**config.mk**
```make
export PLATFORM = sky130hd
export DESIGN_NAME = gmst_cell
export DESIGN_NICKNAME = d
export VERILOG_FILES = /design/src/hdl/gmst_pkg.sv /design/src/hdl/gmst_cell.sv
export SDC_FILE = /design/constraint.sdc
export NUM_CORES = 1
export LEC_CHECK = 0
export BUFFER_PORTS_ARGS = -buffer_cell sky130_fd_sc_hd__buf_2
export CAP_MARGIN = 0
export CORE_AREA = 8 8 262 264
export CTS_BUF_LIST = sky130_fd_sc_hd__clkbuf_16
export CTS_CLUSTER_SIZE = 20
export DETAILED_ROUTE_END_ITERATION = 8
export DIE_AREA = 0 0 270 272
export PLACE_DENSITY = 0.56
export SETUP_SLACK_MARGIN = 0.1
export SYNTH_ARGS = -nofsm -noshare
export SYNTH_HDL_FRONTEND = slang
export SYNTH_SLANG_ARGS = --single-unit
```
**constraint.sdc**
```tcl
create_clock -name clk -period 0.8 [get_ports clk]
set_clock_uncertainty 0.15 [all_clocks]
set_input_delay 0.04 -clock clk [delete_from_list [all_inputs] [get_ports clk]]
set_output_delay 0.04 -clock clk [all_outputs]
set_load 0.02 [all_outputs]
```
**src/hdl/gmst_pkg.sv**
```systemverilog
// Shared constants, types and helpers for the sidereal rotation block.
`default_nettype none

package gmst_pkg;

    localparam int unsigned EPOCH_DAY = 2451545;
    localparam logic [63:0] GMST_A0   = 64'd5147698101549984486;
    localparam logic [63:0] GMST_CH   = 64'd25252756545665816;
    localparam logic [63:0] GMST_C1   = 64'd50505513076466471;
    localparam logic [63:0] GMST_KQ   = 64'd263524615752795589;
    localparam logic [63:0] INV_TWO_PI = 64'h28BE60DB9391054A;
    localparam logic signed [63:0] CORDIC_GAIN = 64'sd652032874;
    localparam int unsigned MAX_STAGES = 46;

    typedef logic [1:0] quad_t;

    // Arctangent of 2^-i in Q0.64 turns, from a truncated series.
    function automatic logic [63:0] atan_entry(input int unsigned i);
        logic [63:0]  rad;
        logic [63:0]  term;
        logic [127:0] prod;
        int unsigned  k;
        rad = '0;
        if (i == 0)
        begin
            return 64'h2000_0000_0000_0000;
        end
        for (k = 0; k < 32; k++)
        begin
            if (i * (2 * k + 1) < 64)
            begin
                term = (64'd1 << (64 - i * (2 * k + 1))) / 64'(2 * k + 1);
                if (k[0])
                begin
                    rad = rad - term;
                end
                else
                begin
                    rad = rad + term;
                end
            end
        end
        prod = rad * INV_TWO_PI;
        return prod[127:64];
    endfunction

endpackage

`default_nettype wire

```
**src/hdl/gmst_cell.sv**
```systemverilog
// One CORDIC rotation cell: one micro-rotation on the vector, item data handed on.
`default_nettype none

module gmst_cell
    import gmst_pkg::*;
#(
    parameter int unsigned STAGE = 0,
    parameter int unsigned PW    = 32
)
(
    input  wire logic                 clk,
    input  wire logic                 rst_n,
    input  wire logic                 vld_in,
    input  wire logic signed [63:0]   x_in,
    input  wire logic signed [63:0]   y_in,
    input  wire logic [63:0]          r_in,
    input  wire quad_t                q_in,
    input  wire logic [31:0]          ang_in,
    input  wire logic signed [PW-1:0] px_in,
    input  wire logic signed [PW-1:0] py_in,
    input  wire logic signed [PW-1:0] pz_in,
    output logic                      vld_out,
    output logic signed [63:0]        x_out,
    output logic signed [63:0]        y_out,
    output logic [63:0]               r_out,
    output quad_t                     q_out,
    output logic [31:0]               ang_out,
    output logic signed [PW-1:0]      px_out,
    output logic signed [PW-1:0]      py_out,
    output logic signed [PW-1:0]      pz_out
);

    localparam logic [63:0] ATAN = atan_entry(STAGE);

    logic signed [63:0] dx;
    logic signed [63:0] dy;

    assign dx = y_in >>> STAGE;
    assign dy = x_in >>> STAGE;

    always_ff @(posedge clk or negedge rst_n)
    begin
        if (!rst_n)
        begin
            vld_out <= 1'b0;
        end
        else
        begin
            vld_out <= vld_in;
        end
    end

    always_ff @(posedge clk)
    begin
        if (!r_in[63])
        begin
            x_out <= x_in - dx;
            y_out <= y_in + dy;
            r_out <= r_in - ATAN;
        end
        else
        begin
            x_out <= x_in + dx;
            y_out <= y_in - dy;
            r_out <= r_in + ATAN;
        end
        q_out   <= q_in;
        ang_out <= ang_in;
        px_out  <= px_in;
        py_out  <= py_in;
        pz_out  <= pz_in;
    end

endmodule

`default_nettype wire

```
==> results of run 1 <==
## worst min-delay path by stage
stage	startpoint	to	depth (start not counted)	slack, ps
detailed placement	rst_n	vld_out$_DFF_PN0_	1	-330
floorplan	rst_n	vld_out$_DFF_PN0_	0	-410
global placement	rst_n	vld_out$_DFF_PN0_	1	-340
finish	r_in[62]	r_out[62]$_DFF_P_	2	-390
CTS	r_in[62]	r_out[62]$_DFF_P_	2	-410
global route	r_in[62]	r_out[62]$_DFF_P_	2	-400
## synthesized netlist by cell type, types with 7 or more instances
| master | n | area, sq um |
|---|---|---|
| a211oi_1 | 18 | 135 |
| a21boi_0 | 9 | 67.6 |
| a21o_1 | 35 | 263 |
| a21oi_1 | 265 | 1330 |
| a31oi_1 | 15 | 93.8 |
| buf_1 | 14 | 52.6 |
| buf_2 | 20 | 100 |
| clkbuf_1 | 39 | 146 |
| clkbuf_8 | 8 | 110 |
| clkinv_1 | 7 | 26.3 |
| dfxtp_1 | 321 | 6430 |
| ha_1 | 205 | 2560 |
| inv_1 | 193 | 724 |
| mux2i_1 | 33 | 330 |
| nand2_1 | 112 | 420 |
| nand2b_1 | 16 | 100 |
| nand3_1 | 36 | 180 |
| nand4_1 | 38 | 238 |
| nor2_1 | 160 | 601 |
| nor2b_1 | 16 | 100 |
| nor3_1 | 42 | 210 |
| nor4_1 | 21 | 131 |
| o2111ai_1 | 7 | 61.3 |
| o211ai_1 | 20 | 150 |
| o21a_1 | 14 | 105 |
| o21ai_0 | 157 | 786 |
| o21ai_1 | 16 | 80.1 |
| o21bai_1 | 50 | 375 |
| o31ai_1 | 28 | 210 |
| or3_1 | 7 | 43.8 |
| xnor2_1 | 112 | 981 |
| xor2_1 | 13 | 114 |
## repair_timing
action	CTS	global route
hold endpoints to repair	276	188
setup buffers	44	77
setup endpoints to repair	449	451
resized for setup	1358	293
pin swaps	160	223
## through the flow
step,cell area (sq um),TNS [ps],std cells
after CTS,38500,-295240,4824
final,40300,-295430,4897
after detailed placement,30800,-243710,4521
after global routing,40300,-313330,4896
after global placement,30800,-242750,4521
after floorplan,20300,-157300,2234
## cells by family after synthesis
logic type | count (synthesis) | share of synthesized area (%)
multiplexers | 35 | 1.85
AND/OR/NAND/NOR | 495 | 12.8
flip-flops | 322 | 33.8
adder cells (fa/ha/maj) | 208 | 13.8
XOR/XNOR | 125 | 5.74
AO/OA/AOI/OAI | 752 | 25.4
buffers and inverters | 297 | 6.68
## flip-flops by register name (all words and copies together), names as in the netlist
signal and count:
r_out 64, y_out 64, x_out 63, ang_out 32, px_out 32, py_out 32
pz_out 32, q_out 2, vld_out 1
## report_power, final
part / switching (W) / total [W] / internal, W
Clock: 0.00780 / 0.0178 / 0.00996
Sequential: 0.00158 / 0.0203 / 0.0187
Combinational: 0.0159 / 0.0317 / 0.0159
## per-layer routing
layer	up-vias	track usage, %	share of wire (%)
met4	4	12.9	5.4
met2	1003	53.6	52
met3	289	4.84	5.5
li1	11421	-	-
met5	-	0	0.024
met1	11654	31.0	37
## cells in the final DEF, fill, tap and decap left out, drive strengths merged, types with 6 or more instances in the layout
| cell type | count |
|---|---|
| a211oi | 22 |
| o31ai | 32 |
| nor4 | 23 |
| a21boi | 14 |
| and2 | 6 |
| a31oi | 18 |
| o2111ai | 7 |
| o21ai | 178 |
| o21a | 14 |
| o31a | 8 |
| nand4 | 39 |
| nor3 | 47 |
| inv | 207 |
| o21bai | 51 |
| xnor2 | 112 |
| a21o | 38 |
| o311ai | 9 |
| dfxtp | 321 |
| diode | 12 |
| nand2b | 16 |
| nand2 | 112 |
| o22ai | 6 |
| ha | 205 |
| xor2 | 13 |
| o221ai | 9 |
| dlygate4sd3 | 196 |
| nor2 | 160 |
| buf | 1612 |
| o211ai | 21 |
| clkbuf | 42 |
| or3 | 9 |
| a21oi | 270 |
| a311oi | 7 |
| or2 | 6 |
| clkinv | 21 |
| nor2b | 16 |
| mux2i | 33 |
| nand3 | 37 |
## layout make-up
type                       instances  area (sq um)
tap                              864          1080
multi-input combinational       1615         14700
clock inverter                    29           256
sequential                       322          6910
timing repair buffer            1811         15400
inverter                         205           868
fill                            5253         24500
clock buffer                      39           976
antenna                           12          30.0
==> flow_metrics.env, run 1 <==
export IMPL_grt_max_degree=30
export IMPL_cp_depth=14
export IMPL_vias_per_cell=4.98
export IMPL_gr_usage_all_layers_pct=28.5
export IMPL_timing_fmax_mhz=388
export IMPL_critPathTopFamily="compound AO/OA/AOI/OAI gates"
export IMPL_num_vias=24371
export IMPL_start_kind="input pin"
export IMPL_start_util_pct=29.4
export IMPL_ys_warn_count=0
export IMPL_cts_inserted_buffers=38
export IMPL_syn_cell_area_sq_um=19100
export IMPL_slowest_delay_ps=540
export IMPL_wl_per_cell_um=23.0
export IMPL_avgSynthCellArea_sq_um=8.54
export IMPL_synth_edf_count=0
export IMPL_hold_viol=167
export IMPL_clk_path_buf_depth=3
export IMPL_synth_flop_cell="dfxtp_1"
export IMPL_io_buffers=647
export IMPL_setup_viol=449
export IMPL_die_h_um=272
export IMPL_firstDrtPassIters=8
export IMPL_antenna_left=0
export IMPL_critPathCaptureType="register"
export IMPL_vdd_drop_max_mv=2.03
export IMPL_grt_overflow_total=0
export IMPL_cts_sinks=322
export IMPL_post_dp_hpwl_mm=86.9
export IMPL_leakage_nw=18.5
export IMPL_powerDensity_nw_per_um2=1730
export IMPL_maxSlewHeadroom_pct=53.7
export IMPL_die_area_sq_um=73400
export IMPL_crit_required_ps=1130
export IMPL_synthArstFlopShare_pct=0.311
export IMPL_critPathCapture="y_out[59]$_DFF_P_"
export IMPL_ctsHoldBuffers=196
export IMPL_critical_path_cell_chain="buf_8 > inv_4 > ha_4 > nor2b_1 > o211ai_1 > a21boi_2 > o311ai_1 > buf_4 > o21ai_4 > o31ai_4 > nor4_2 > or4_4 > mux2i_2 > xnor2_1"
export IMPL_clk_pin_slew_ps=60
export IMPL_min_delay_path_class="input pin to register"
export IMPL_netlist_instances=2234
export IMPL_maxCapViolations=0
export IMPL_tightest_slew_ps=688
export IMPL_pre_cts_slack_ps=-2420
export IMPL_grt_pass1_vias=25539
export IMPL_critPathKind="input pin to register"
export IMPL_holdWs_ps=-388
export IMPL_drc=0
export IMPL_fin_nets=4526
export IMPL_fin_crit_ps=2580
export IMPL_cp_slowest_cell="or4_4"
export IMPL_power_w=0.0698
export IMPL_fp_row_count=94
export IMPL_slew_viol_final=0
export IMPL_cp_data_arrival_time_ps=2900
export IMPL_synth_fp_nets=2767
export IMPL_status="finished with violations"
export IMPL_layout_setup_ws_ps=-1780
export IMPL_gp_congestion=0.996
export IMPL_drt_iter0_markers=1600
export IMPL_seq_area_frac_synth_pct=33.8
export IMPL_rsz0062_at_grt="true"
export IMPL_synth_cell_types=100
export IMPL_io_pins=648
export IMPL_tritoncts="done"
export IMPL_violations="negative hold slack, negative setup slack"
export IMPL_postLayoutCoreUtil_pct=62.1
export IMPL_worst_path_buf_inv=3
export IMPL_coreArea_sq_um=64800
export IMPL_critPathMaxFanout=3
export IMPL_h_tree_depth=2
export IMPL_die_x_um=270
export IMPL_syn_to_final_growth_pct=111
export IMPL_final_layout_size_suffix_gt1_share_pct=63.2
export IMPL_synth_seq_cells=322
export IMPL_finalCritPeriodShare_pct=322
export IMPL_grt_pass1_wl_mm=161
export IMPL_startpoint="x_in[12]"
export IMPL_wirelength_mm=113
export IMPL_ctsRootBufferMaster="clkbuf_16"
export IMPL_antenna_found_initial=24
Power figures use the tool's default switching activity.
==> run 2, diff against run 1 <==
--- a/config.mk
+++ b/config.mk
@@ -7,12 +7,12 @@
 export LEC_CHECK = 0
 export BUFFER_PORTS_ARGS = -buffer_cell sky130_fd_sc_hd__buf_2
 export CAP_MARGIN = 0
-export CORE_AREA = 8 8 262 264
+export CORE_AREA = 8 8 243 245
 export CTS_BUF_LIST = sky130_fd_sc_hd__clkbuf_16
 export CTS_CLUSTER_SIZE = 20
 export DETAILED_ROUTE_END_ITERATION = 8
-export DIE_AREA = 0 0 270 272
-export PLACE_DENSITY = 0.56
+export DIE_AREA = 0 0 251 253
+export PLACE_DENSITY = 0.59
 export SETUP_SLACK_MARGIN = 0.1
 export SYNTH_ARGS = -nofsm -noshare
 export SYNTH_HDL_FRONTEND = slang
==> run 2 against run 1 <==
Compared with the run above:
- the flow still finishes with violations (negative hold slack, negative setup slack)
- combinational power rose by 6%
- sequential share of layout area fell by 0.53 points
- global-route usage rose by 7.5 points
- largest power group unchanged
==> flow_metrics.env, run 2 (synthesis results as in run 1) <==
export IMPL_crit_required_ps=1130
export IMPL_clk_pin_slew_ps=60
export IMPL_vias_per_cell=5.32
export IMPL_tightest_slew_ps=760
export IMPL_clk_path_buf_depth=3
export IMPL_gp_congestion=1.00
export IMPL_slew_viol_final=0
export IMPL_min_delay_path_class="input pin to register"
export IMPL_firstDrtPassIters=7
export IMPL_grt_pass1_wl_mm=175
export IMPL_hold_viol=175
export IMPL_maxCapViolations=0
export IMPL_final_cell_mix="908 x buf_4, 476 x buf_6, 305 x dfxtp_2"
export IMPL_tritoncts="done"
export IMPL_top_regs="r_out x64, y_out x64, x_out x63"
export IMPL_fin_tns_setup_ps=-299080
export IMPL_drt_iter0_markers=1722
export IMPL_grt_overflow_total=0
export IMPL_critPathMaxFanout=6
export IMPL_die_h_um=253
export IMPL_multi_input_area_sq_um=15300
export IMPL_drc=0
export IMPL_vdd_drop_max_mv=1.90
export IMPL_fillers=3777
export IMPL_io_pins=648
export IMPL_cts_sinks=322
export IMPL_die_x_um=251
export IMPL_antenna_left=0
export IMPL_postLayoutCoreUtil_pct=74.6
export IMPL_final_common_cell="buf_4"
export IMPL_grt_pass1_vias=27047
export IMPL_critPathKind="input pin to register"
export IMPL_seq_area_sq_um=6890
export IMPL_critPathCapture="y_out[37]$_DFF_P_"
export IMPL_final_layout_size_suffix_gt1_share_pct=65.3
export IMPL_wirelength_mm=122
export IMPL_cts_inserted_buffers=37
export IMPL_powerDensity_nw_per_um2=1740
export IMPL_fp_row_count=87
export IMPL_fin_nets=4617
export IMPL_setup_viol=450
export IMPL_holdWs_ps=-367
export IMPL_critPathCaptureType="register"
export IMPL_grt_max_degree=22
export IMPL_ctsHoldBuffers=196
export IMPL_leakage_nw=19.0
export IMPL_syn_to_final_growth_pct=117
export IMPL_start_kind="input pin"
export IMPL_slowest_delay_ps=410
export IMPL_ctsRootBufferMaster="clkbuf_16"
export IMPL_start_util_pct=34.3
export IMPL_rsz0062_at_grt="true"
export IMPL_finalCritPeriodShare_pct=314
export IMPL_cp_data_arrival_time_ps=2840
export IMPL_critical_path_cell_chain="buf_8 > ha_4 > nor3b_4 > nor3_4 > buf_6 > a2111oi_4 > nor4_4 > buf_4 > o21ai_4 > buf_4 > buf_6 > a21oi_4 > o31ai_2 > buf_4 > a211oi_4 > a21oi_2 > xnor2_1"
export IMPL_gr_usage_all_layers_pct=36.0
export IMPL_num_vias=25749
export IMPL_post_dp_hpwl_mm=90.7
export IMPL_die_area_sq_um=63500
export IMPL_startpoint="y_in[3]"
export IMPL_coreArea_sq_um=55500
export IMPL_h_tree_depth=2
export IMPL_layout_setup_ws_ps=-1710
export IMPL_violations="negative hold slack, negative setup slack"
export IMPL_fin_crit_ps=2510
export IMPL_cpMostUsedCell="buf_4"
export IMPL_antenna_found_initial=15
export IMPL_status="finished with violations"
export IMPL_wl_per_cell_um=25.3
export IMPL_maxSlewHeadroom_pct=49.3
export IMPL_cp_slowest_cell="a2111oi_4"
export IMPL_timing_fmax_mhz=398
export IMPL_io_buffers=647
==> run 2: cell types whose count changed in the layout (fill, tap and decap cells not counted), moves of 8 or more <==
| cell | change |
|---|---|
| buf_4 | +59 |
| ha_4 | +8 |
| buf_6 | +62 |
| o21ai_4 | +8 |
| nor2_1 | -8 |
| o21ai_2 | -8 |
| buf_2 | -11 |
| inv_1 | -9 |
| a21oi_2 | +9 |
| buf_12 | -14 |
| a21oi_1 | -13 |
==> run 2: through the flow <==
step | cell area, sq um | std cells | power (W) | setup WS, ps
after floorplan | 20300 | 2234 | 0.0308 | -1720
after global placement | 30500 | 4385 | 0.0436 | -2710
after detailed placement | 30500 | 4385 | 0.0436 | -2680
after CTS | 39700 | 4753 | 0.0694 | -1680
after global routing | 41400 | 4832 | 0.0743 | -1790
final | 41400 | 4837 | 0.0720 | -1710
==> run 2: worst min-delay path by stage <==
stage | startpoint | slack [ps] | depth (start not counted) | end
floorplan | rst_n | -410 | 0 | vld_out$_DFF_PN0_
global placement | rst_n | -330 | 1 | vld_out$_DFF_PN0_
detailed placement | rst_n | -330 | 1 | vld_out$_DFF_PN0_
CTS | r_in[62] | -390 | 2 | r_out[62]$_DFF_P_
global route | r_in[62] | -380 | 2 | r_out[62]$_DFF_P_
finish | r_in[62] | -370 | 2 | r_out[62]$_DFF_P_
==> run 2: layout make-up <==
cell class	instances	share of cell area, %
repair buffers	1903	39.1
multi-input cells	1615	36.9
flip-flops and latches	322	16.6
clock buffers	38	2.29
well taps	712	2.15
inverters	205	2.14
clock inverters	29	0.767
diodes	13	0.0785
==> run 2: critical path: cells and delay by family <==
family / cells / cell delay, ps
buffers and inverters: 6 / 810
xor gates and xnor gates: 1 / 170
adders and majority gates: 1 / 290
and+or+nand+nor: 3 / 410
AOI/OAI and AO/OA: 6 / 1120
==> run 2: where the power goes <==
| group | switching [W] | total (W) | leakage (nW) | internal, W |
|---|---|---|---|---|
| Combinational | 0.0169 | 0.0336 | 15.7 | 0.0167 |
| Clock | 0.00751 | 0.0182 | 0.644 | 0.0107 |
| Sequential | 0.00153 | 0.0202 | 2.73 | 0.0187 |
| Total | 0.0259 | 0.0720 | 19.0 | 0.0460 |
==> run 2: what timing repair did <==
item | 4_1_cts | 5_1_grt
resized for setup | 1555 | 267
pin swaps | 266 | 244
hold endpoints to repair | 268 | 173
cloned | 1 | 1
endpoints found under the setup margin | 449 | 451
buffers inserted | 112 | 89
==> run 2: routing by layer <==
| metal | GRT usage (%) | up-vias | wire [um] |
|---|---|---|---|
| li1 | - | 11619 | - |
| met1 | 40.5 | 12530 | 46500 |
| met2 | 63.8 | 1217 | 60200 |
| met3 | 6.62 | 381 | 7700 |
| met4 | 20.3 | 2 | 7890 |
| met5 | 0 | - | 11 |
